`config.mk`:
```
export PLATFORM = sky130hd
export DESIGN_NAME = sstd_queue
export DESIGN_NICKNAME = d
export VERILOG_FILES = /design/src/design/sstd_pkg.sv /design/src/design/sstd_queue.sv
export SDC_FILE = /design/constraint.sdc
export NUM_CORES = 1
export LEC_CHECK = 0
export BUFFER_PORTS_ARGS = -buffer_cell sky130_fd_sc_hd__buf_2
export CORE_AREA = 2 2 136 138
export CTS_BUF_LIST = sky130_fd_sc_hd__clkbuf_4 sky130_fd_sc_hd__clkbuf_8 sky130_fd_sc_hd__clkbuf_16
export DETAILED_ROUTE_END_ITERATION = 6
export DIE_AREA = 0 0 138 140
export PLACE_DENSITY = 0.76
export RECOVER_POWER = 25
export SYNTH_ARGS = -nofsm -noshare
export SYNTH_HDL_FRONTEND = slang
export SYNTH_SLANG_ARGS = --single-unit
```
`constraint.sdc`:
```
create_clock -name clk_i -period 5.51 [get_ports clk_i]
set_clock_uncertainty 0.05 [all_clocks]
set_input_delay 1.102 -clock clk_i [delete_from_list [all_inputs] [get_ports clk_i]]
set_output_delay 1.102 -clock clk_i [all_outputs]
set_load 0.05 [all_outputs]
```
`src/design/sstd_pkg.sv`:
```
// ----------------------------------------------------------------------------
// sstd_pkg
// Shared types and constants for the swing structure trend detector.
// ----------------------------------------------------------------------------
package sstd_pkg;

  localparam int MAX_STRENGTH = 16;
  localparam int PRICE_BITS   = 32;
  localparam int WIN_DEPTH    = 2 * MAX_STRENGTH + 1;
  localparam int WIN_IDX_W    = $clog2(WIN_DEPTH);
  localparam int STR_W        = 5;
  localparam int BARS_W       = 7;
  localparam int CONF_W       = 7;
  localparam int QUEUE_DEPTH  = 2;

  localparam logic [BARS_W-1:0] BARS_MAX  = 7'd127;
  localparam logic [1:0]        PAIR_FULL = 2'd2;

  localparam logic [STR_W-1:0] STRENGTH_RESET = 5'd2;
  localparam logic [STR_W-1:0] STRENGTH_MIN   = 5'd1;
  localparam logic [STR_W-1:0] STRENGTH_MAX   = 5'(MAX_STRENGTH);

  localparam logic [CONF_W-1:0] CONF_STRONG  = 7'd90;
  localparam logic [CONF_W-1:0] CONF_PLAIN   = 7'd70;
  localparam logic [CONF_W-1:0] CONF_RANGING = 7'd40;

  localparam logic signed [1:0] SIG_LONG  = 2'sd1;
  localparam logic signed [1:0] SIG_NONE  = 2'sd0;
  localparam logic signed [1:0] SIG_SHORT = -2'sd1;

  typedef enum logic [2:0] {
    TREND_STRONG_BULL = 3'd0,
    TREND_BULL        = 3'd1,
    TREND_RANGING     = 3'd2,
    TREND_BEAR        = 3'd3,
    TREND_STRONG_BEAR = 3'd4
  } trend_e;

  // classified bar handed from front to back
  typedef struct packed {
    logic                  clear;
    logic                  is_high;
    logic                  is_low;
    logic                  enough;
    logic [PRICE_BITS-1:0] centre_high;
    logic [PRICE_BITS-1:0] centre_low;
    logic [PRICE_BITS-1:0] close;
  } rec_t;

  typedef struct packed {
    logic full;
    logic empty;
  } q_stat_t;

endpackage

```
`src/design/sstd_queue.sv`:
```
// ----------------------------------------------------------------------------
// sstd_queue
// Short queue of classified bars between front and back.
// ----------------------------------------------------------------------------
module sstd_queue (
  input  logic              clk_i,
  input  logic              rst_ni,
  input  logic              push_i,
  input  sstd_pkg::rec_t    rec_i,
  input  logic              pop_i,
  output sstd_pkg::rec_t    rec_o,
  output sstd_pkg::q_stat_t stat_o
);

  localparam int PtrW = $clog2(sstd_pkg::QUEUE_DEPTH);
  localparam int CntW = $clog2(sstd_pkg::QUEUE_DEPTH + 1);

  sstd_pkg::rec_t  slot_q [sstd_pkg::QUEUE_DEPTH];
  logic [PtrW-1:0] wr_q, wr_d, rd_q, rd_d;
  logic [CntW-1:0] cnt_q, cnt_d;
  logic            do_push, do_pop;

  assign stat_o.full  = cnt_q == CntW'(sstd_pkg::QUEUE_DEPTH);
  assign stat_o.empty = cnt_q == '0;
  assign rec_o        = slot_q[rd_q];
  assign do_push      = push_i && !stat_o.full;
  assign do_pop       = pop_i && !stat_o.empty;

  always_comb begin
    wr_d  = do_push ? ((wr_q == PtrW'(sstd_pkg::QUEUE_DEPTH - 1)) ? '0 : wr_q + PtrW'(1)) : wr_q;
    rd_d  = do_pop  ? ((rd_q == PtrW'(sstd_pkg::QUEUE_DEPTH - 1)) ? '0 : rd_q + PtrW'(1)) : rd_q;
    cnt_d = cnt_q + CntW'(do_push) - CntW'(do_pop);
  end

  always_ff @(posedge clk_i or negedge rst_ni) begin
    if (!rst_ni) begin
      wr_q  <= '0;
      rd_q  <= '0;
      cnt_q <= '0;
    end else begin
      wr_q  <= wr_d;
      rd_q  <= rd_d;
      cnt_q <= cnt_d;
    end
  end

  always_ff @(posedge clk_i) begin
    if (do_push) begin
      slot_q[wr_q] <= rec_i;
    end
  end

endmodule

```
After elaboration in Yosys (flattened, before gate mapping)
Memory sizes are Yosys's and may differ from the RTL's. Cells that the tools add are included.

Add/sub/neg operators: 4. Equal/unequal tests: 1. Multiplexer cells: 4. Reduce and logical (&&, ||, !) cells: 5.

Operators with widths (number): two-way mux 1 bit (4); adder 1 bit, second input constant (2); adder 2 x 1 -> 2 bit (1); == test 2 bit, second input constant (1); logical AND 1 bit (2); zero test 1 bit (2); zero test 2 bit (1); subtractor 2 x 1 -> 2 bit (1).

Bits in registers: 4. Bits in writable memories: 200. Output and inout port bits: 102. Memories: 1.

Memory list: slot_q (words 2, width 100, read ports 1, clocked after Yosys merged registers in 0, wr ports 1, line sstd_queue.sv:18) `sstd_pkg::rec_t slot_q [sstd_pkg::QUEUE_DEPTH];`.

Logic depth before layout (Yosys ltp)
Word-level depth: 5. Gate-level depth with buffers: 7. Mapped depth without buffers: 7.

Least setup slack after synthesis
No wires, ideal clock.

Path type: input -> register. From: in push_i. To: mem slot_q[0][0] in the netlist's numbering, enable pin. Setup time: 560 ps. Data arrival time: 5359 ps. Required time: 4900 ps. Path slack: -458 ps. Stages on the path: 2. Path through: nand2_1 nor2_1.

Longest elaborated chain between the ends: 3.

Ends and longest elaborated chain: from (decl) (line sstd_queue.sv:8) `input logic push_i,`; logical AND 1 bit (line sstd_queue.sv:26) `assign do_push = push_i && !stat_o.full;`; two-way mux 1 bit (line sstd_queue.sv:48) `if (do_push) begin`; two-way mux 1 bit (not written as such) (line sstd_queue.sv:49) `slot_q[wr_q] <= rec_i;`; to (decl) (line sstd_queue.sv:18).

Every way passes these cells.

==> results by group <==
Detailed routing
  • DR iter-0 viols: 130
  • DRT Pass-1 Iters: 4
  • WL final: 13860 um
  • Wirelength per Cell: 17.43 um
  • Via count: 3772
  • Vias/cell: 4.745
  • Detail Route Antenna Nets: 0
  • DRC viols: 0

Global route
  • Largest net degree at the start of global routing: 55
  • Total track usage: 13.76%
  • Initial antenna violation count: 2
  • Remaining global-route overflow: 0
  • First-pass GRT wire length: 21090 um
  • Number of global-route vias before repair: 4144

Clocking
  • Clk pin slew, worst setup/hold paths: 0.06 ns
  • Num Clock Sinks: 204
  • CTS Root Cell: clkbuf_16
  • Hold-fix buffers at CTS: 0
  • Deepest clock path buffer count: 3
  • Htree depth: 1
  • CTS Buf Count: 22
  • CTS resizes: 0
  • CTS tree: built
  • Post-CTS setup buffer count: 0
  • Clock Latency Late Sink: 0.49 ns

Pwr
  • Cell area power density: 643.5 nW/um^2
  • VDD IR-drop max: 491.2 uV
  • Final Power: 6223 uW
  • Leak Pwr: 0.003845 uW

Worst setup path
  • Crit path capture type: output pin
  • Crit path max fanout: 52
  • Worst Path Required: 4.36 ns
  • Critical Path Source Type: flop
  • Critical path class: flop to output pin
  • Critical Path AT: 2.54 ns

Status
  • Status: finished, final reports clean

Placed design
  • DP HPWL: 9188 um
  • GPL Wtd Cong: 0.7257
  • Buffers on Ports: 205

STA
  • Final setup fails: 0
  • Final Max Tran Viols: 0
  • Achievable Freq: 271.1 MHz
  • Unrepaired setup endpoints after global routing: no
  • Setup TNS: 0 ns
  • Worst Tran Pin Value: 0.9264 ns
  • Time the worst path needs with I/O delays and setup: 3.689 ns
  • Tcrit/Tclk final: 66.95%
  • Worst slew margin: 38.24%
  • Final Hold Fails: 0

Floorplan
  • Num rows: 49
  • Core area: 17780 um^2
  • Initial core utilization: 44.23%
  • Die Ht: 140 um
  • Die ar.: 19320 um^2
  • I/O Pins: 206
  • Die span in x: 138 um

Synth
  • Post-synth top area cell: edfxtp_1
  • Adder-Cell Fraction of Synth Area: 0.3182%
  • Seq/Total Area, Yosys: 77.65%
  • Post-synth cell types: 16
  • Synthesized instance count: 329
  • Cell Area, Synth: 7864 um^2
  • Top cells by area, synth: edfxtp_1 (76%), mux2_4 (17%), buf_12 (2.3%)
  • Synth Area in Compound Gates: 0%
  • Mapped Nets: 435
  • Mean post-synth cell area: 23.90 um^2
  • Post-synthesis xor/xnor area fraction: 0.4455%
  • Post-synthesis mux area share: 18.62%
  • Post-synth top area share: 76.37%
  • Ys Warns: 0
  • Largest family of logic cells by synthesized area: multiplexers
  • Simple-gate share of the synthesized area: 0.3819%
  • #FFs+latches synth: 204

Layout
  • Nets: 657
  • Layout cells sized above 1: 57.35%
  • Area growth syn-to-layout: 22.96%
  • Core Util, Final: 54.38%
  • Layout filler cell count: 1412

Worst hold path
  • HP Class: input pin to asynchronous set/reset pin

Flow run
  • Max-Cap Viols: 0
## kinds of logic after synthesis
family                   Yosys count
multiplexers                     100
AND/OR/NAND/NOR                    6
flip-flops                       204
buffers and inverters             13
XOR/XNOR                           4
adder cells (fa/ha/maj)            2
## state kept, by name (all words and copies together) (netlist names)
| signal | count |
|---|---|
| rd_q | 1 |
| wr_q | 1 |
| cnt_q | 2 |
| slot_q | 200 |
## routing by layer
layer | vias to the layer above | global-route usage [%] | wire length [um]
met3 | 30 | 4.410 | 1081
met4 | 2 | 5.263 | 359
li1 | 1746 | - | -
met5 | - | 0 | 14
met2 | 149 | 24.57 | 7114
met1 | 1845 | 15.42 | 5287
## Yosys cell counts, drive strengths merged
cell	number
and3	1
buf	11
dfrtp	4
edfxtp	200
ha	2
inv	2
mux2	100
nand2	1
nand2b	1
nor2	2
nor2b	1
xnor2	3
xor2	1
## stage by stage
step	hold WS (ns)	setup WS, ns	std cells	cell area, um^2
final	0.3868	1.821	795	9669
after detailed placement	0.4667	2.292	756	9039
after global routing	0.3656	1.692	795	9669
after global placement	0.4335	2.315	756	9039
after floorplan	0.4181	1.225	329	7866
after CTS	0.3299	1.758	794	9694
## worst paths after layout
check	start	to	slack, ns	depth (start not counted)
max reg2reg	cnt_q[1]	slot_q[1][85]	3.14	3
min in group clk_i	cnt_q[0]	cnt_q[0]	0.47	1
max in group asynchronous	rst_ni	rd_q	4.80	1
max	rd_q	rec_o[59]	1.82	3
min reg2reg	cnt_q[0]	cnt_q[0]	0.47	1
min	rst_ni	wr_q	0.39	1
## cell usage in the layout, fill, tap and decap left out
| master | count |
|---|---|
| mux2_4 | 90 |
| diode_2 | 1 |
| buf_2 | 183 |
| inv_1 | 2 |
| clkbuf_1 | 22 |
| nor2_4 | 1 |
| clkinv_2 | 7 |
| clkinv_1 | 4 |
| clkbuf_4 | 4 |
| edfxtp_1 | 200 |
| dfrtp_1 | 3 |
| ha_1 | 2 |
| xnor2_1 | 3 |
| nor2b_1 | 1 |
| buf_4 | 3 |
| buf_12 | 1 |
| clkbuf_16 | 23 |
| nand2b_1 | 1 |
| dfrtp_4 | 1 |
| nand2_1 | 1 |
| nor2_1 | 1 |
| xor2_1 | 1 |
| mux2_2 | 10 |
| and3_4 | 1 |
## final cells by class
type	instances	area, um^2	area share [%]
Clock inverter	11	50.05	0.5176
Antenna cell	1	2.502	0.02588
Timing Repair Buffer	209	1041	10.77
Sequential cell	204	6110	63.19
Tap cell	229	286.5	2.963
Inverter	2	7.507	0.07764
Clock buffer	27	605.6	6.263
Multi-Input combinational cell	112	1567	16.20
## worst max-delay path, cell delays in order, from the launching register on
cell,delay (ns)
dfrtp_4,1.02
buf_12,0.43
mux2_4,0.35
buf_2,0.21
## report_power, final
part / switching [uW] / internal, uW
sequential: 189 / 2130
clock: 542 / 775
combinational: 1760 / 831
(Power assumes the default switching activity.)
