## config.mk

```make
export PLATFORM = sky130hd
export DESIGN_NAME = sstd_front
export DESIGN_NICKNAME = d
export VERILOG_FILES = /design/src/design/sstd_pkg.sv /design/src/design/sstd_front.sv
export SDC_FILE = /design/constraint.sdc
export NUM_CORES = 2
export LEC_CHECK = 0
export BUFFER_PORTS_ARGS = -buffer_cell sky130_fd_sc_hd__buf_2
export CORE_MARGIN = 1
export CORE_UTILIZATION = 50
export CTS_CLUSTER_SIZE = 8
export DETAILED_ROUTE_END_ITERATION = 8
export GPL_TIMING_DRIVEN = 1
export PLACE_DENSITY_LB_ADDON = 0.1
export REMOVE_ABC_BUFFERS = 1
export SKIP_LAST_GASP = 1
export SYNTH_ARGS = -nofsm -noshare
export SYNTH_HDL_FRONTEND = slang
export SYNTH_SLANG_ARGS = --single-unit
```

## constraint.sdc

```tcl
create_clock -name clk_i -period 96.3 [get_ports clk_i]
set_clock_uncertainty 0.1 [all_clocks]
set_input_delay 4.815 -clock clk_i [delete_from_list [all_inputs] [get_ports clk_i]]
set_output_delay 4.815 -clock clk_i [all_outputs]
set_load 0.02 [all_outputs]
```

## src/design/sstd_pkg.sv

```systemverilog
// ----------------------------------------------------------------------------
// sstd_pkg
// Shared types and constants for the swing structure trend detector.
// ----------------------------------------------------------------------------
package sstd_pkg;

  localparam int MAX_STRENGTH = 16;
  localparam int PRICE_BITS   = 32;
  localparam int WIN_DEPTH    = 2 * MAX_STRENGTH + 1;
  localparam int WIN_IDX_W    = $clog2(WIN_DEPTH);
  localparam int STR_W        = 5;
  localparam int BARS_W       = 7;
  localparam int CONF_W       = 7;
  localparam int QUEUE_DEPTH  = 2;

  localparam logic [BARS_W-1:0] BARS_MAX  = 7'd127;
  localparam logic [1:0]        PAIR_FULL = 2'd2;

  localparam logic [STR_W-1:0] STRENGTH_RESET = 5'd2;
  localparam logic [STR_W-1:0] STRENGTH_MIN   = 5'd1;
  localparam logic [STR_W-1:0] STRENGTH_MAX   = 5'(MAX_STRENGTH);

  localparam logic [CONF_W-1:0] CONF_STRONG  = 7'd90;
  localparam logic [CONF_W-1:0] CONF_PLAIN   = 7'd70;
  localparam logic [CONF_W-1:0] CONF_RANGING = 7'd40;

  localparam logic signed [1:0] SIG_LONG  = 2'sd1;
  localparam logic signed [1:0] SIG_NONE  = 2'sd0;
  localparam logic signed [1:0] SIG_SHORT = -2'sd1;

  typedef enum logic [2:0] {
    TREND_STRONG_BULL = 3'd0,
    TREND_BULL        = 3'd1,
    TREND_RANGING     = 3'd2,
    TREND_BEAR        = 3'd3,
    TREND_STRONG_BEAR = 3'd4
  } trend_e;

  // classified bar handed from front to back
  typedef struct packed {
    logic                  clear;
    logic                  is_high;
    logic                  is_low;
    logic                  enough;
    logic [PRICE_BITS-1:0] centre_high;
    logic [PRICE_BITS-1:0] centre_low;
    logic [PRICE_BITS-1:0] close;
  } rec_t;

  typedef struct packed {
    logic full;
    logic empty;
  } q_stat_t;

endpackage

```

## src/design/sstd_front.sv

```systemverilog
// ----------------------------------------------------------------------------
// sstd_front
// Shifts each bar into the high and low windows and runs the swing test.
// ----------------------------------------------------------------------------
module sstd_front (
  input  logic                           clk_i,
  input  logic                           rst_ni,
  input  logic                           in_valid_i,
  input  logic                           q_full_i,
  input  logic [sstd_pkg::STR_W-1:0]     strength_i,
  input  logic                           series_start_i,
  input  logic [sstd_pkg::PRICE_BITS-1:0] bar_high_i,
  input  logic [sstd_pkg::PRICE_BITS-1:0] bar_low_i,
  input  logic [sstd_pkg::PRICE_BITS-1:0] bar_close_i,
  output logic                           in_ready_o,
  output logic                           push_o,
  output sstd_pkg::rec_t                 rec_o
);

  logic [sstd_pkg::PRICE_BITS-1:0] high_win_q [sstd_pkg::WIN_DEPTH];
  logic [sstd_pkg::PRICE_BITS-1:0] low_win_q  [sstd_pkg::WIN_DEPTH];
  logic [sstd_pkg::PRICE_BITS-1:0] high_sh    [sstd_pkg::WIN_DEPTH];
  logic [sstd_pkg::PRICE_BITS-1:0] low_sh     [sstd_pkg::WIN_DEPTH];
  logic [sstd_pkg::BARS_W-1:0]     bars_q, bars_d, bars_base;
  logic [sstd_pkg::WIN_IDX_W-1:0]  centre_idx;
  logic [sstd_pkg::WIN_IDX_W-1:0]  span;
  logic [sstd_pkg::PRICE_BITS-1:0] centre_high, centre_low;
  logic                            test_en, is_high, is_low, enough;

  assign in_ready_o = !q_full_i;
  assign push_o     = in_valid_i && !q_full_i;

  // window after this bar, entry 0 newest
  always_comb begin
    high_sh[0] = bar_high_i;
    low_sh[0]  = bar_low_i;
    for (int k = 1; k < sstd_pkg::WIN_DEPTH; k++) begin
      high_sh[k] = high_win_q[k-1];
      low_sh[k]  = low_win_q[k-1];
    end
  end

  always_comb begin
    bars_base = series_start_i ? '0 : bars_q;
    bars_d    = (bars_base == sstd_pkg::BARS_MAX) ? bars_base
                                                   : bars_base + sstd_pkg::BARS_W'(1);
  end

  assign centre_idx  = {1'b0, strength_i};
  assign span        = {strength_i, 1'b0};
  assign centre_high = high_sh[centre_idx];
  assign centre_low  = low_sh[centre_idx];
  assign test_en     = bars_d >= ({1'b0, span} + sstd_pkg::BARS_W'(1));
  assign enough      = bars_d >= {strength_i, 2'b00};

  // all neighbor compares side by side
  always_comb begin
    is_high = test_en;
    is_low  = test_en;
    for (int k = 0; k < sstd_pkg::WIN_DEPTH; k++) begin
      if ((sstd_pkg::WIN_IDX_W'(k) != centre_idx) && (sstd_pkg::WIN_IDX_W'(k) <= span)) begin
        if (!(high_sh[k] < centre_high)) is_high = 1'b0;
        if (!(low_sh[k] > centre_low))   is_low  = 1'b0;
      end
    end
  end

  always_comb begin
    rec_o.clear       = series_start_i;
    rec_o.is_high     = is_high;
    rec_o.is_low      = is_low;
    rec_o.enough      = enough;
    rec_o.centre_high = centre_high;
    rec_o.centre_low  = centre_low;
    rec_o.close       = bar_close_i;
  end

  always_ff @(posedge clk_i or negedge rst_ni) begin
    if (!rst_ni) begin
      bars_q <= '0;
    end else if (push_o) begin
      bars_q <= bars_d;
    end
  end

  always_ff @(posedge clk_i) begin
    if (push_o) begin
      for (int k = 0; k < sstd_pkg::WIN_DEPTH; k++) begin
        high_win_q[k] <= high_sh[k];
        low_win_q[k]  <= low_sh[k];
      end
    end
  end

endmodule

```

After elaboration in Yosys (flattened, before gate mapping)
Memory sizes are Yosys's and may differ from the RTL's. Cells that the tools add are included.

Register bits after elaboration: 7. Bits in writable memories: 2112. Bits of input ports: 106. Output and inout bits: 102. Word-level logic and storage cells: 317. Memories kept: 2.

Memory list: high_win_q (depth 33, bits a word 32, read ports 32, clocked after memory_dff 0, write ports 33, line sstd_front.sv:20) `logic [sstd_pkg::PRICE_BITS-1:0] high_win_q [sstd_pkg::WIN_DEPTH];`; low_win_q (depth 33, bits a word 32, read ports 32, clocked after memory_dff 0, write ports 33, line sstd_front.sv:21) `logic [sstd_pkg::PRICE_BITS-1:0] low_win_q [sstd_pkg::WIN_DEPTH];`.

Add/subtract/negate cells: 2. $lt $le $gt $ge: 102. Eq/ne operators: 32. Multiplexer cells: 142. Bitwise operators: 1. Reduce and logical (&&, ||, !) cells: 35.

Operator list (number): > comparator 32 bit (33); less-than comparator 32 bit (33); binary-select mux 32 bit (select 6 bit) (2); 2-to-1 mux 1 bit (134); 2-to-1 mux 32 bit (4); less-or-equal comparator 5 x 6 -> 1 bit, first input constant (16); inequality test 5 bit, first input constant (16); less-or-equal comparator 4 x 6 -> 1 bit, first input constant (8); inequality test 4 x 5 -> 1 bit, first input constant (8); logical AND 1 bit (33); less-or-equal comparator 3 x 6 -> 1 bit, first input constant (4); inequality test 3 x 5 -> 1 bit, first input constant (4); >= comparator 7 bit (2); 2-to-1 mux 7 bit (2); less-or-equal comparator 1 x 6 -> 1 bit, first input constant (2); less-or-equal comparator 2 x 6 -> 1 bit, first input constant (2); inequality test 2 x 5 -> 1 bit, first input constant (2); adder 6 x 1 -> 7 bit, second input constant (1); adder 7 x 1 -> 7 bit, second input constant (1); == test 7 bit, second input constant (1); >= comparator 7 bit, second input constant (1); NOT 5 -> 7 bit (1); less-or-equal comparator 6 bit, first input constant (1); nonzero test 6 bit (1); 2 further kinds (2).

Longest topological paths before layout
Word-level depth: 71. Mapped depth: 23. Gate-level depth less buffers: 20.

Worst setup path before layout
Ideal clock, no wire load.

Path kind: input to output. Start point: input port q_full_i. End point: output port push_o. Arrival time: 44.579 ns. Data required time: 91.385 ns. Slack: 46.806 ns. Stages on the path: 4. Path buffers: 1. Cell sequence: inv_1 -> nand2_1 -> clkbuf_1 -> inv_1.

Longest elaborated chain between the ends: 2.

RTL lines: start, declared (line sstd_front.sv:9) `input logic q_full_i,`; logical NOT 1 bit (line sstd_front.sv:31) `assign push_o = in_valid_i && !q_full_i;`; logical AND 1 bit (line sstd_front.sv:31); end, declared (line sstd_front.sv:16) `output logic push_o,`.

Every way passes these cells.

==> flow_summary.toml <==
[cts]
path_clk_slew_ns = 0.05
ctsResizeCount = 0
clockBufferDepth = 4
clock-root-buffer = "clkbuf_16"
htree_levels = 5
clk_latency_ns = 0.97
cts_buffers = 307
cts.sinks = 2055
cts_tree = "built"
hold_buffers = 0
post-cts-setup-buffers = 0

[timing]
hold_viol_final = 0
setup_tns_ns = 0
worst_slack_ns = 76.69
max_freq_ghz = 0.0510
slew_headroom_pct = -21.3
tightestPinTransition_ns = 1.80
maxSlewViolCount = 8
setup_viol = 0
fin_crit_sh_pct = 20.4
fin_crit_ns = 19.61
rsz0062_at_grt = "false"

[logic_synthesis]
synth_area_mm2 = 0.124
async_flop_share_pct = 0.341
synthXorXnorAreaFrac_pct = 0.0281
synth_enable_flop_cells = 2048
synth-compound-area-share_pct = 9.31
synth_flop_cell = "edfxtp_1"
yosys.area_share.adder_pct = 21.0
synth_warnings = 0
synth_cells = 8756
ys_types = 85
ys_seq_elements = 2055
syn_area_per_cell_um2 = 14.2
synth_seq_area_share_pct = 49.5
synthMuxAreaShare_pct = 11.6
synth_top_family_by_area = "adder cells"
synth-simple-area-share_pct = 7.29

[worst_setup_path]
cpMaxStageDelayCell = "nor3_1"
endpoint_kind = "primary output"
crit_path_max_fanout = 52
arrival_ns = 14.69
reg2reg_from = "bars_q[0]"
cpPeakStageDelay_ns = 1.05
critPathKind = "in2out"
reg2regPathDepth = 9
cp_cell_sequence = "buf_8 > buf_4 > buf_4 > buf_4 > buf_4 > mux4_2 > mux4_2 > nand2_1 > and2_2 > buf_4 > ha_1 > nand4_1 > nor3_1 > o21ai_0 > a21oi_1 > o31a_1 > o32ai_1 > nor4_1 > nand4_1 > nor3_1 > and3_1 > buf_2"
path_common_cell = "buf_4"
critPathLaunch = "strength_i[0]"
startpoint_type = "input pin"
required_ns = 91.39

[pwr]
peakVddDrop_mv = 0.0214
p_leak_nw = 52.8
power_density_mw_per_mm2 = 18.6
finalPower_mw = 2.57

[routing]
drt_wl_total_mm = 443
ant_nets = 0
wire_per_inst_um = 35.4
drt_iter0_markers = 11700
drt-pass1-iter-count = 9
via_per_inst = 6.96
route.detailed.drc = 0
via_count = 87400

[die]
coreArea_mm2 = 0.247
die_area_mm2 = 0.251
start_util_pct = 50.5
pin_count = 208
fp.dieH_um = 501
die_w_um = 501
std_cell_rows = 182

[placed_design]
pre_cts_ws_ns = 76.88
dp_hpwl_mm = 333
gp_congestion = 1.07
io_buffers = 143

[final_layout]
final_nets = 11400
drive_gt1_share_pct = 15.1
synthToLayoutAreaGrowth_pct = 11.0

[outcome]
violations = "capacitance limit, slew limit"
status = "finished, violations left"

[global_routing]
grt_pass1_wl_mm = 625
antenna_found_initial = 38
grt_pass1_vias = 85500
gr-usage-all-layers_pct = 35.0
use_met2_pct = 51.8
met1_usage_pct = 48.2
grt_max_degree = 172
met3_usage_pct = 10.8
grt.busiest_layer = "met2"
grt_overflow_total = 0

[hold_path]
whs_path_depth = 0
hp-class = "reg2reg"
hp-start = "high_win_q[0][162]"

[run]
maxCapViolations = 4
==> cell usage after synthesis, drive strengths merged (10+ instances only) <==
library cell / number / area [µm²]
nor2: 307 / 1150
edfxtp: 2048 / 61500
mux4: 634 / 14300
o21bai: 20 / 150
nand3: 148 / 741
and4: 38 / 333
and2: 71 / 444
or2: 10 / 62.6
and3: 16 / 100
nand4: 388 / 2430
o21ai: 424 / 2120
buf: 104 / 576
o221ai: 10 / 87.6
clkbuf: 106 / 398
a211oi: 107 / 803
o22ai: 16 / 100
or4: 12 / 90.1
inv: 153 / 574
a21o: 275 / 2060
or3: 19 / 119
mux2i: 11 / 110
a221oi: 28 / 251
a2111oi: 50 / 463
o211ai: 77 / 578
ha: 2090 / 26200
o2111ai: 34 / 298
a21oi: 561 / 2810
a31oi: 26 / 163
o21a: 78 / 586
nand2b: 38 / 238
nand2: 413 / 1550
a211o: 26 / 228
nor2b: 95 / 594
nor3: 120 / 601
o31ai: 16 / 120
nor4: 66 / 432
==> registers in the layout, indices dropped and copies added (netlist names) <==
signal and cells:
bars_q 7, high_win_q 1024, low_win_q 1024
==> logic make-up (layout without fill, tap and decap cells) <==
family | after synthesis | count (layout)
adders and majority gates | 2090 | 2090
DFF | 2055 | 2055
AOI/OAI and AO/OA | 1833 | 1833
and+or+nand+nor | 1764 | 1764
muxes | 646 | 646
buffers and inverters | 364 | 818
xor gates and xnor gates | 4 | 4
other | 0 | 22
==> cell type report <==
cell class	instances	area, µm²
fillers	19700	108000
clock inverters	15	130
clock buffers	320	7790
repair buffers	329	2190
inverters	154	596
well taps	3312	4140
multi-input cells	6337	61600
diodes	22	55.1
flip-flops and latches	2055	61700
==> through the flow <==
step                      util [%]  std cells  hold slack [ns]  instance area (µm²)
after floorplan                  -       8546            0.332               124000
after global placement        52.8      12200            0.353               130000
after detailed placement      52.8      12200            0.361               130000
after CTS                     56.0      12500            0.337               138000
after global routing          56.0      12500            0.353               138000
final                         56.0      12500            0.341               138000
==> power breakdown <==
group / switching (mW) / internal [mW]
sequential: 0.0318 / 1.03
combinational: 0.353 / 0.203
clock: 0.389 / 0.565
==> cells in the final DEF, fill, tap and decap left out, types with 38 or more instances in the layout <==
cell / count
buf_2: 140
nor3_1: 118
ha_1: 2090
edfxtp_1: 2048
nor4_1: 50
nand4_1: 388
o211ai_1: 77
a21oi_1: 558
nand2_1: 412
a2111oi_0: 43
mux4_2: 632
nor2_1: 305
and2_2: 47
clkbuf_16: 310
a21o_1: 275
o21ai_0: 415
o21a_1: 78
buf_4: 182
nand3_1: 148
nand2b_1: 38
nor2b_1: 95
inv_1: 149
a211oi_1: 102
and4_1: 38
==> layer usage <==
| metal | wire length, µm | vias to the layer above | part of all wire, % |
|---|---|---|---|
| met5 | 383 | - | 0.086 |
| met4 | 18300 | 14 | 4.1 |
| met3 | 50900 | 828 | 11 |
| met2 | 194000 | 4807 | 44 |
| met1 | 180000 | 44600 | 41 |
| li1 | - | 37100 | - |
==> worst paths after layout <==
| check | to | slack [ns] |
|---|---|---|
| max | rec_o[97] | 76.69 |
| min | high_win_q[0][194] | 0.34 |
| max reg2reg | bars_q[4] | 94.20 |
| min reg2reg | high_win_q[0][194] | 0.34 |
| max in group asynchronous | bars_q[2] | 92.34 |
| min in group asynchronous | bars_q[6] | 3.60 |
==> worst max-delay path, delay by kind of cell <==
kind | cells | cell delay, ns
fa+ha+maj | 1 | 0.20
mux | 2 | 1.13
buf+inv | 7 | 4.07
compound gates | 4 | 1.34
simple gates | 8 | 2.86
No activity file was read; power rests on OpenSTA's default activity.
