File: src/design/sstd_pkg.sv
// ----------------------------------------------------------------------------
// sstd_pkg
// Shared types and constants for the swing structure trend detector.
// ----------------------------------------------------------------------------
package sstd_pkg;

  localparam int MAX_STRENGTH = 16;
  localparam int PRICE_BITS   = 32;
  localparam int WIN_DEPTH    = 2 * MAX_STRENGTH + 1;
  localparam int WIN_IDX_W    = $clog2(WIN_DEPTH);
  localparam int STR_W        = 5;
  localparam int BARS_W       = 7;
  localparam int CONF_W       = 7;
  localparam int QUEUE_DEPTH  = 2;

  localparam logic [BARS_W-1:0] BARS_MAX  = 7'd127;
  localparam logic [1:0]        PAIR_FULL = 2'd2;

  localparam logic [STR_W-1:0] STRENGTH_RESET = 5'd2;
  localparam logic [STR_W-1:0] STRENGTH_MIN   = 5'd1;
  localparam logic [STR_W-1:0] STRENGTH_MAX   = 5'(MAX_STRENGTH);

  localparam logic [CONF_W-1:0] CONF_STRONG  = 7'd90;
  localparam logic [CONF_W-1:0] CONF_PLAIN   = 7'd70;
  localparam logic [CONF_W-1:0] CONF_RANGING = 7'd40;

  localparam logic signed [1:0] SIG_LONG  = 2'sd1;
  localparam logic signed [1:0] SIG_NONE  = 2'sd0;
  localparam logic signed [1:0] SIG_SHORT = -2'sd1;

  typedef enum logic [2:0] {
    TREND_STRONG_BULL = 3'd0,
    TREND_BULL        = 3'd1,
    TREND_RANGING     = 3'd2,
    TREND_BEAR        = 3'd3,
    TREND_STRONG_BEAR = 3'd4
  } trend_e;

  // classified bar handed from front to back
  typedef struct packed {
    logic                  clear;
    logic                  is_high;
    logic                  is_low;
    logic                  enough;
    logic [PRICE_BITS-1:0] centre_high;
    logic [PRICE_BITS-1:0] centre_low;
    logic [PRICE_BITS-1:0] close;
  } rec_t;

  typedef struct packed {
    logic full;
    logic empty;
  } q_stat_t;

endpackage

File: src/design/sstd_back.sv
// ----------------------------------------------------------------------------
// sstd_back
// Keeps the latest swing pairs, classifies the trend and holds the result.
// ----------------------------------------------------------------------------
module sstd_back (
  input  logic                            clk_i,
  input  logic                            rst_ni,
  input  logic                            q_empty_i,
  input  sstd_pkg::rec_t                  rec_i,
  output logic                            pop_o,
  input  logic                            out_ready_i,
  output logic                            out_valid_o,
  output logic [2:0]                      trend_level_o,
  output logic signed [1:0]               trade_signal_o,
  output logic [sstd_pkg::CONF_W-1:0]     confidence_pct_o,
  output logic                            structure_break_o,
  output logic [sstd_pkg::PRICE_BITS-1:0] last_high_level_o,
  output logic [sstd_pkg::PRICE_BITS-1:0] last_low_level_o
);

  logic [sstd_pkg::PRICE_BITS-1:0] hp0_q, hp1_q, lp0_q, lp1_q;
  logic [sstd_pkg::PRICE_BITS-1:0] hp0_d, hp1_d, lp0_d, lp1_d;
  logic [sstd_pkg::PRICE_BITS-1:0] hp0_b, hp1_b, lp0_b, lp1_b;
  logic [1:0]                      hc_q, hc_d, hc_b, lc_q, lc_d, lc_b;
  logic                            valid_q;
  sstd_pkg::trend_e                trend_q, trend_d;
  logic signed [1:0]               sig_q, sig_d;
  logic [sstd_pkg::CONF_W-1:0]     conf_q, conf_d;
  logic                            brk_q, brk_d;
  logic [sstd_pkg::PRICE_BITS-1:0] lh_q, lh_d, ll_q, ll_d;
  logic                            hh, lhi, hl, llo;

  assign pop_o = !q_empty_i && (!valid_q || out_ready_i);

  // swing pair update
  always_comb begin
    hp0_b = rec_i.clear ? '0 : hp0_q;
    hp1_b = rec_i.clear ? '0 : hp1_q;
    lp0_b = rec_i.clear ? '0 : lp0_q;
    lp1_b = rec_i.clear ? '0 : lp1_q;
    hc_b  = rec_i.clear ? '0 : hc_q;
    lc_b  = rec_i.clear ? '0 : lc_q;
    hp0_d = rec_i.is_high ? rec_i.centre_high : hp0_b;
    hp1_d = rec_i.is_high ? hp0_b : hp1_b;
    lp0_d = rec_i.is_low ? rec_i.centre_low : lp0_b;
    lp1_d = rec_i.is_low ? lp0_b : lp1_b;
    hc_d  = (rec_i.is_high && hc_b < sstd_pkg::PAIR_FULL) ? hc_b + 2'd1 : hc_b;
    lc_d  = (rec_i.is_low && lc_b < sstd_pkg::PAIR_FULL) ? lc_b + 2'd1 : lc_b;
  end

  assign hh  = hp0_d > hp1_d;
  assign lhi = hp0_d < hp1_d;
  assign hl  = lp0_d > lp1_d;
  assign llo = lp0_d < lp1_d;

  // trend classification
  always_comb begin
    trend_d = sstd_pkg::TREND_RANGING;
    sig_d   = sstd_pkg::SIG_NONE;
    conf_d  = sstd_pkg::CONF_RANGING;
    brk_d   = 1'b0;
    lh_d    = '0;
    ll_d    = '0;
    if (rec_i.enough && hc_d >= sstd_pkg::PAIR_FULL && lc_d >= sstd_pkg::PAIR_FULL) begin
      lh_d = hp0_d;
      ll_d = lp0_d;
      if (hh && hl) begin
        trend_d = sstd_pkg::TREND_STRONG_BULL;
        sig_d   = sstd_pkg::SIG_LONG;
        conf_d  = sstd_pkg::CONF_STRONG;
      end else if (hh || hl) begin
        trend_d = sstd_pkg::TREND_BULL;
        sig_d   = sstd_pkg::SIG_LONG;
        conf_d  = sstd_pkg::CONF_PLAIN;
      end else if (llo && lhi) begin
        trend_d = sstd_pkg::TREND_STRONG_BEAR;
        sig_d   = sstd_pkg::SIG_SHORT;
        conf_d  = sstd_pkg::CONF_STRONG;
      end else if (llo || lhi) begin
        trend_d = sstd_pkg::TREND_BEAR;
        sig_d   = sstd_pkg::SIG_SHORT;
        conf_d  = sstd_pkg::CONF_PLAIN;
      end
      if (trend_d == sstd_pkg::TREND_BEAR || trend_d == sstd_pkg::TREND_STRONG_BEAR) begin
        brk_d = rec_i.close > hp0_d;
      end else if (trend_d == sstd_pkg::TREND_BULL || trend_d == sstd_pkg::TREND_STRONG_BULL) begin
        brk_d = rec_i.close < lp0_d;
      end
      if (brk_d) begin
        sig_d = -sig_d;
      end
    end
  end

  always_ff @(posedge clk_i or negedge rst_ni) begin
    if (!rst_ni) begin
      valid_q <= 1'b0;
      hc_q    <= '0;
      lc_q    <= '0;
      hp0_q   <= '0;
      hp1_q   <= '0;
      lp0_q   <= '0;
      lp1_q   <= '0;
    end else begin
      if (pop_o) begin
        valid_q <= 1'b1;
        hc_q    <= hc_d;
        lc_q    <= lc_d;
        hp0_q   <= hp0_d;
        hp1_q   <= hp1_d;
        lp0_q   <= lp0_d;
        lp1_q   <= lp1_d;
      end else if (out_ready_i) begin
        valid_q <= 1'b0;
      end
    end
  end

  always_ff @(posedge clk_i) begin
    if (pop_o) begin
      trend_q <= trend_d;
      sig_q   <= sig_d;
      conf_q  <= conf_d;
      brk_q   <= brk_d;
      lh_q    <= lh_d;
      ll_q    <= ll_d;
    end
  end

  assign out_valid_o       = valid_q;
  assign trend_level_o     = trend_q;
  assign trade_signal_o    = sig_q;
  assign confidence_pct_o  = conf_q;
  assign structure_break_o = brk_q;
  assign last_high_level_o = lh_q;
  assign last_low_level_o  = ll_q;

endmodule

File: config.mk
export PLATFORM = sky130hd
export DESIGN_NAME = sstd_back
export DESIGN_NICKNAME = d
export VERILOG_FILES = /design/src/design/sstd_pkg.sv /design/src/design/sstd_back.sv
export SDC_FILE = /design/constraint.sdc
export NUM_CORES = 1
export LEC_CHECK = 0
export ABC_AREA = 1
export BUFFER_PORTS_ARGS = -buffer_cell sky130_fd_sc_hd__clkbuf_2
export CAP_MARGIN = 20
export CORE_AREA = 2 2 136 192
export DETAILED_ROUTE_END_ITERATION = 12
export DIE_AREA = 0 0 138 194
export PLACE_DENSITY_LB_ADDON = 0.1
export RECOVER_POWER = 25
export SLEW_MARGIN = 30
export SYNTH_ARGS = -nofsm -noshare
export SYNTH_HDL_FRONTEND = slang
export SYNTH_SLANG_ARGS = --single-unit
File: constraint.sdc
create_clock -name clk_i -period 3.8 [get_ports clk_i]
set_input_delay 0.76 -clock clk_i [delete_from_list [all_inputs] [get_ports clk_i]]
set_output_delay 0.76 -clock clk_i [all_outputs]
set_load 0.01 [all_outputs]
== After elaboration in Yosys (flattened, before gate mapping) ==
Index checks and enable logic that the tools add are counted.
Storage, ports and cells
  bits in registers: 210
  bits of input ports: 104
  output and inout port bits: 79
  word-level logic and storage cells: 82
Cells by class
  add/subtract/negate cells: 3
  $lt $le $gt $ge: 10
  equality and inequality tests: 3
  muxes and demuxes: 32
  bitwise operators: 1
  reduce and logical (&&, ||, !) cells: 18
Operators with widths (count)
  2-to-1 mux 32 bit: 8
  greater-than comparator 32 bit: 3
  < comparator 32 bit: 3
  2-to-1 mux 7 bit: 4
  2-to-1 mux 2 bit: 10
  2-to-1 mux 3 bit: 4
  logical AND 1 bit: 7
  2-to-1 mux 1 bit: 6
  logical OR 1 bit: 5
  adder 2 x 1 -> 2 bit, second input constant: 2
  greater-or-equal comparator 2 bit, second input constant: 2
  < comparator 2 bit, second input constant: 2
  OR reduction 4 bit: 1
  == test 3 x 1 -> 1 bit, second input constant: 1
  == test 3 x 2 -> 1 bit, second input constant: 1
  == test 3 bit, second input constant: 1
  zero test 3 bit: 1
  zero test 1 bit: 2
  negation 2 bit: 1
  nonzero test 2 bit: 1
  OR reduction 2 bit: 1
  inverter 1 bit: 1

== Depth between registers and ports, before layout ==
  depth in word-level cells: 15
  depth in mapped cells: 27
  mapped depth without buffers: 25

== Worst setup path before layout ==
Ideal clock, no wire load.
  kind: in2out
  start point: input out_ready_i
  end point: output pop_o
  data arrival time: 3.283 ns
  required time: 3.040 ns
  slack: -0.243 ns
  cell stages on the path: 3
  path buffers: 1
  cell sequence: inv_1 a21oi_2 clkbuf_1
On the way
  longest elaborated chain between the ends: 2
RTL lines
  from (decl): RTL line sstd_back.sv:11  | input logic out_ready_i,
  logical OR 1 bit: RTL line sstd_back.sv:33  | assign pop_o = !q_empty_i && (!valid_q || out_ready_i);
  logical AND 1 bit: RTL line sstd_back.sv:33
  to (decl): RTL line sstd_back.sv:10  | output logic pop_o,
No other way between the ends.

== Worst setup path after layout ==
  start point: input rec_i[99] (netlist bit)
  end point: register sig_q[1] (netlist: trade_signal_o[1]) (data pin)
On the way
  longest elaborated chain between the ends: 15
  elaborated cells between the ends (all ways): 53
  those cells by class: add/sub: 3; order compare: 10; eq/ne: 3; mux: 26; reduce/logical: 11
RTL lines
  from (decl): RTL line sstd_back.sv:9  | input sstd_pkg::rec_t rec_i,
  2-to-1 mux 32 bit (on tied branches) (2 in a row)
  < comparator 32 bit (on tied branches): RTL line sstd_back.sv:54, sstd_back.sv:52
  logical OR 1 bit: RTL line sstd_back.sv:79  | end else if (llo || lhi) begin
  2-to-1 mux 1 bit: RTL line sstd_back.sv:79
  2-to-1 mux 3 bit: RTL line sstd_back.sv:75  | end else if (llo && lhi) begin
  2-to-1 mux 3 bit: RTL line sstd_back.sv:71  | end else if (hh || hl) begin
  2-to-1 mux 3 bit: RTL line sstd_back.sv:67  | if (hh && hl) begin
  2-to-1 mux 3 bit: RTL line sstd_back.sv:64  | if (rec_i.enough && hc_d >= sstd_pkg::PAIR_FULL && lc_d >= sstd_pkg::PAIR_FULL) begin
  == test 3 x 1 -> 1 bit / zero test 3 bit (equally long branches): RTL line sstd_back.sv:86  | end else if (trend_d == sstd_pkg::TREND_BULL || trend_d == sstd_pkg::TREND_STRONG_BULL) begin
  logical OR 1 bit: RTL line sstd_back.sv:86
  2-to-1 mux 1 bit: RTL line sstd_back.sv:86
  2-to-1 mux 1 bit: RTL line sstd_back.sv:84  | if (trend_d == sstd_pkg::TREND_BEAR || trend_d == sstd_pkg::TREND_STRONG_BEAR) begin
  2-to-1 mux 1 bit: RTL line sstd_back.sv:64
  2-to-1 mux 2 bit: RTL line sstd_back.sv:89  | if (brk_d) begin
  to (signal assigned): RTL line sstd_back.sv:122  | sig_q <= sig_d;
  to (decl): RTL line sstd_back.sv:27  | logic signed [1:0] sig_q, sig_d;
Several ways; a longest one is shown, not always the timed one. The select of a mux whose other input is x is not followed.
A chain may end at the register's enable or synchronous reset.

==> results.py <==
metrics = {
    "sta": {
        "setup_viol": 0,
        "rsz0062_at_grt": "no",
        "hold_ws_ns": 0.450,
        "timing.final.crit_share_pct": 88.6,
        "tightest_slew_ns": 1.90,
        "period_minus_slack_ns": 3.37,
        "slew_violations": 113,
        "finClkSkew_ns": 0.00894,
        "hold_viol_final": 0,
        "max_freq_ghz": 0.297,
        "relSlewSlack_pct": -26.8,
    },
    "floorplanning": {
        "initial_core_util_pct": 49.4,
        "core-area_mm2": 0.0250,
        "die_width_um": 138,
        "die-area_mm2": 0.0268,
        "io_pins": 183,
        "die_h_um": 194,
        "rows": 69,
    },
    "place": {
        "portBuffers": 181,
        "hpwlAfterDp_um": 24600,
        "dpl_cell_area_mm2": 0.0140,
        "place_congestion": 0.900,
    },
    "worst_setup_path": {
        "crit_arrival_ns": 3.63,
        "required_ns": 4.06,
        "critPathMaxFanout": 41,
        "reg2reg_slack_ns": 0.95,
        "crit_start": "rec_i[99]",
        "critPathKind": "input port to register",
        "path_buf_inv": 6,
        "start_kind": "input port",
        "reg2reg_to": "trade_signal_o[1]",
        "crit_top_cell": "nand2_1",
        "r2r_cells": 17,
        "cp_top_family": "simple AND/OR/NAND/NOR gates",
        "endpoint_kind": "register",
        "slowest_delay_ns": 0.36,
        "r2r_start": "lp0_q[17]",
        "slowest_stage": "nor4_2",
        "path_depth": 19,
        "crit_chain": "clkbuf_2, inv_2, buf_12, nand2_1, o22ai_1, inv_1, ha_1, nand4_1, nor4_2, nand2_1, nand2_1, inv_1, ha_1, inv_1, nand3_1, nand2_1, nand2_1, o22ai_1, nor2_1",
        "crit_path_end": "trade_signal_o[1]",
    },
    "clock_network": {
        "cts.path.max_buffers": 3,
        "clkTransAtPathRegs_ns": 0.06,
        "cts.sinks": 208,
        "h-tree-depth": 1,
        "root_buffer": "clkbuf_16",
        "cts_resized": 0,
        "cts_hold_buf": 0,
        "cts_tree": "yes",
        "numCtsBuffers": 23,
        "clkLatencyLatePin_ns": 0.52,
        "post_cts_buffers": 0,
    },
    "layout": {
        "stdcell_area_mm2": 0.0148,
        "drive_above_1_share_pct": 16.4,
        "fin_nets": 1977,
        "multi_input_area_mm2": 0.00571,
        "regArea_mm2": 0.00558,
        "layout_commonest_cell": "nand2_1",
        "fillCellCount": 2301,
        "area_growth_pct": 19.6,
        "final_cell_mix": "nand2_1 (415), o21ai_0 (231), inv_1 (205), clkbuf_2 (180), dfrtp_1 (133)",
    },
    "synth": {
        "synth_warnings": 0,
        "synth_ff_type": "dfrtp_1",
        "synth_fp_nets": 1774,
        "seq_area_frac_synth_pct": 45.2,
        "synth_edf_count": 75,
        "synthCells": 1542,
        "async_flop_share_pct": 63.9,
        "synth-seq-cells": 208,
        "avgSynthCellArea_um2": 8.01,
        "synth_area_mm2": 0.0124,
        "yosys.cell_types.count": 35,
    },
    "global_routing": {
        "overflow": 0,
        "antenna_found_initial": 2,
        "track_usage_pct": 24.6,
        "grt_pass1_wl_um": 53500,
        "grt_pass1_vias": 10381,
        "grt_max_degree": 91,
    },
    "power": {
        "p_per_area_mw_per_mm2": 427,
        "vdd_drop_max_uv": 298,
        "finalPower_w": 0.00631,
        "p_leak_nw": 7.29,
    },
    "outcome": {
        "violations": "max-capacitance violations, max-slew violations",
        "status": "finished with violations",
    },
    "detailed_routing": {
        "vias_per_cell": 5.24,
        "detail_route.wl_per_cell_um": 16.0,
        "finalWirelength_um": 33400,
        "drc": 0,
        "drt_iter0_drc": 599,
        "drt_pass1_iterations": 5,
        "postRouteAntennaNets": 0,
        "vias": 10910,
    },
    "job": {
        "maxCapViolCount": 2,
    },
    "hold_path": {
        "hold_class": "input port to register",
    },
}
==> synthesized netlist by cell type, types with 2 or more instances <==
cell type	count	share of area, %
inv_1	206	6.3
nand3_1	58	2.3
edfxtp_1	75	18
o21ai_1	6	0.24
ha_1	128	13
a21oi_2	2	0.14
nand4_1	12	0.61
o21ai_0	231	9.4
a21oi_1	55	2.2
nor3_1	8	0.32
nand2_1	415	13
buf_2	18	0.73
o22ai_1	18	0.91
a31oi_1	2	0.10
o21a_1	4	0.24
buf_4	2	0.12
inv_2	2	0.061
a211oi_1	4	0.24
dfrtp_1	133	27
clkbuf_1	49	1.5
nor2_1	99	3.0
a21o_1	2	0.12
==> area by class of cell <==
cell class,instances,area share [%]
Multi-Input combinational cell,1055,38.7
Sequential cell,208,37.8
Timing Repair Buffer,248,10.3
Inverter,209,5.33
Clock buffer,32,4.33
Tap cell,319,2.70
Clock inverter,10,0.864
Antenna cell,2,0.0339
==> state kept, by name (all words and copies together) (netlist names) <==
register,flops
last_low_level_o,32
confidence_pct_o,5
last_high_level_o,32
lp0_q,32
lp1_q,32
structure_break_o,1
hc_q,2
hp0_q,32
trade_signal_o,2
hp1_q,32
out_valid_o,1
lc_q,2
trend_level_o,3
==> stage by stage <==
step / setup TNS (ns) / util, % / cells / setup slack, ns
2_1_floorplan: 0 / - / 1542 / 0.467
6_report: 0 / 59.0 / 2083 / 0.434
3_5_place_dp: -0.0838 / 56.0 / 2039 / -0.0504
5_1_grt: 0 / 59.0 / 2083 / 0.0581
3_3_place_gp: -0.0136 / 56.0 / 2039 / -0.0136
4_1_cts: 0 / 59.1 / 2081 / 0.440
==> per-layer routing <==
layer / wire length [um] / vias up / global-route usage [%] / part of all wire, %
li1: - / 5469 / - / -
met1: 14000 / 5094 / 31.8 / 42
met2: 16900 / 282 / 43.4 / 51
met3: 1440 / 65 / 2.59 / 4.3
met4: 1090 / 0 / 8.05 / 3.3
met5: 0 / - / 0 / 0
==> power by group <==
group	internal (W)	total, W	switching (W)
logic	0.000512	0.00135	0.000841
clock network	0.00138	0.00230	0.000925
registers	0.00254	0.00265	0.000109
total	0.00443	0.00631	0.00187
==> worst min path at each step <==
stage,slack [ns],from,end,depth (start not counted)
floorplan,0.45,hc_q[1],hc_q[1],2
global placement,0.47,hp1_q[2],hp1_q[2],2
detailed placement,0.47,lp0_q[18],lp0_q[18],2
CTS,0.16,rst_ni,lp1_q[26],1
global route,0.45,q_empty_i,out_valid_o,2
finish,0.45,q_empty_i,out_valid_o,2
==> cells by family after synthesis <==
kind of cell / count (synthesis) / share of synthesized area [%]
flip-flops: 208 / 45.2
adder cells (fa/ha/maj): 128 / 13.0
AND/OR/NAND/NOR: 599 / 19.4
AO/OA/AOI/OAI: 326 / 13.7
XOR/XNOR: 1 / 0.0709
other: 1 / 0.0303
buffers and inverters: 279 / 8.72
==> worst reg2reg max path, cell delays in order (launching register included) <==
cell,delay [ns]
dfrtp_1,0.38
nand2_1,0.12
nand2_1,0.06
o21ai_0,0.12
inv_1,0.08
ha_1,0.30
nand4_1,0.16
nor4_2,0.36
nand2_1,0.09
nand2_1,0.16
inv_1,0.06
ha_1,0.19
inv_1,0.07
nand3_1,0.10
nand2_1,0.09
nand2_1,0.06
o22ai_1,0.15
nor2_1,0.07
Power figures use the tool's default switching activity.
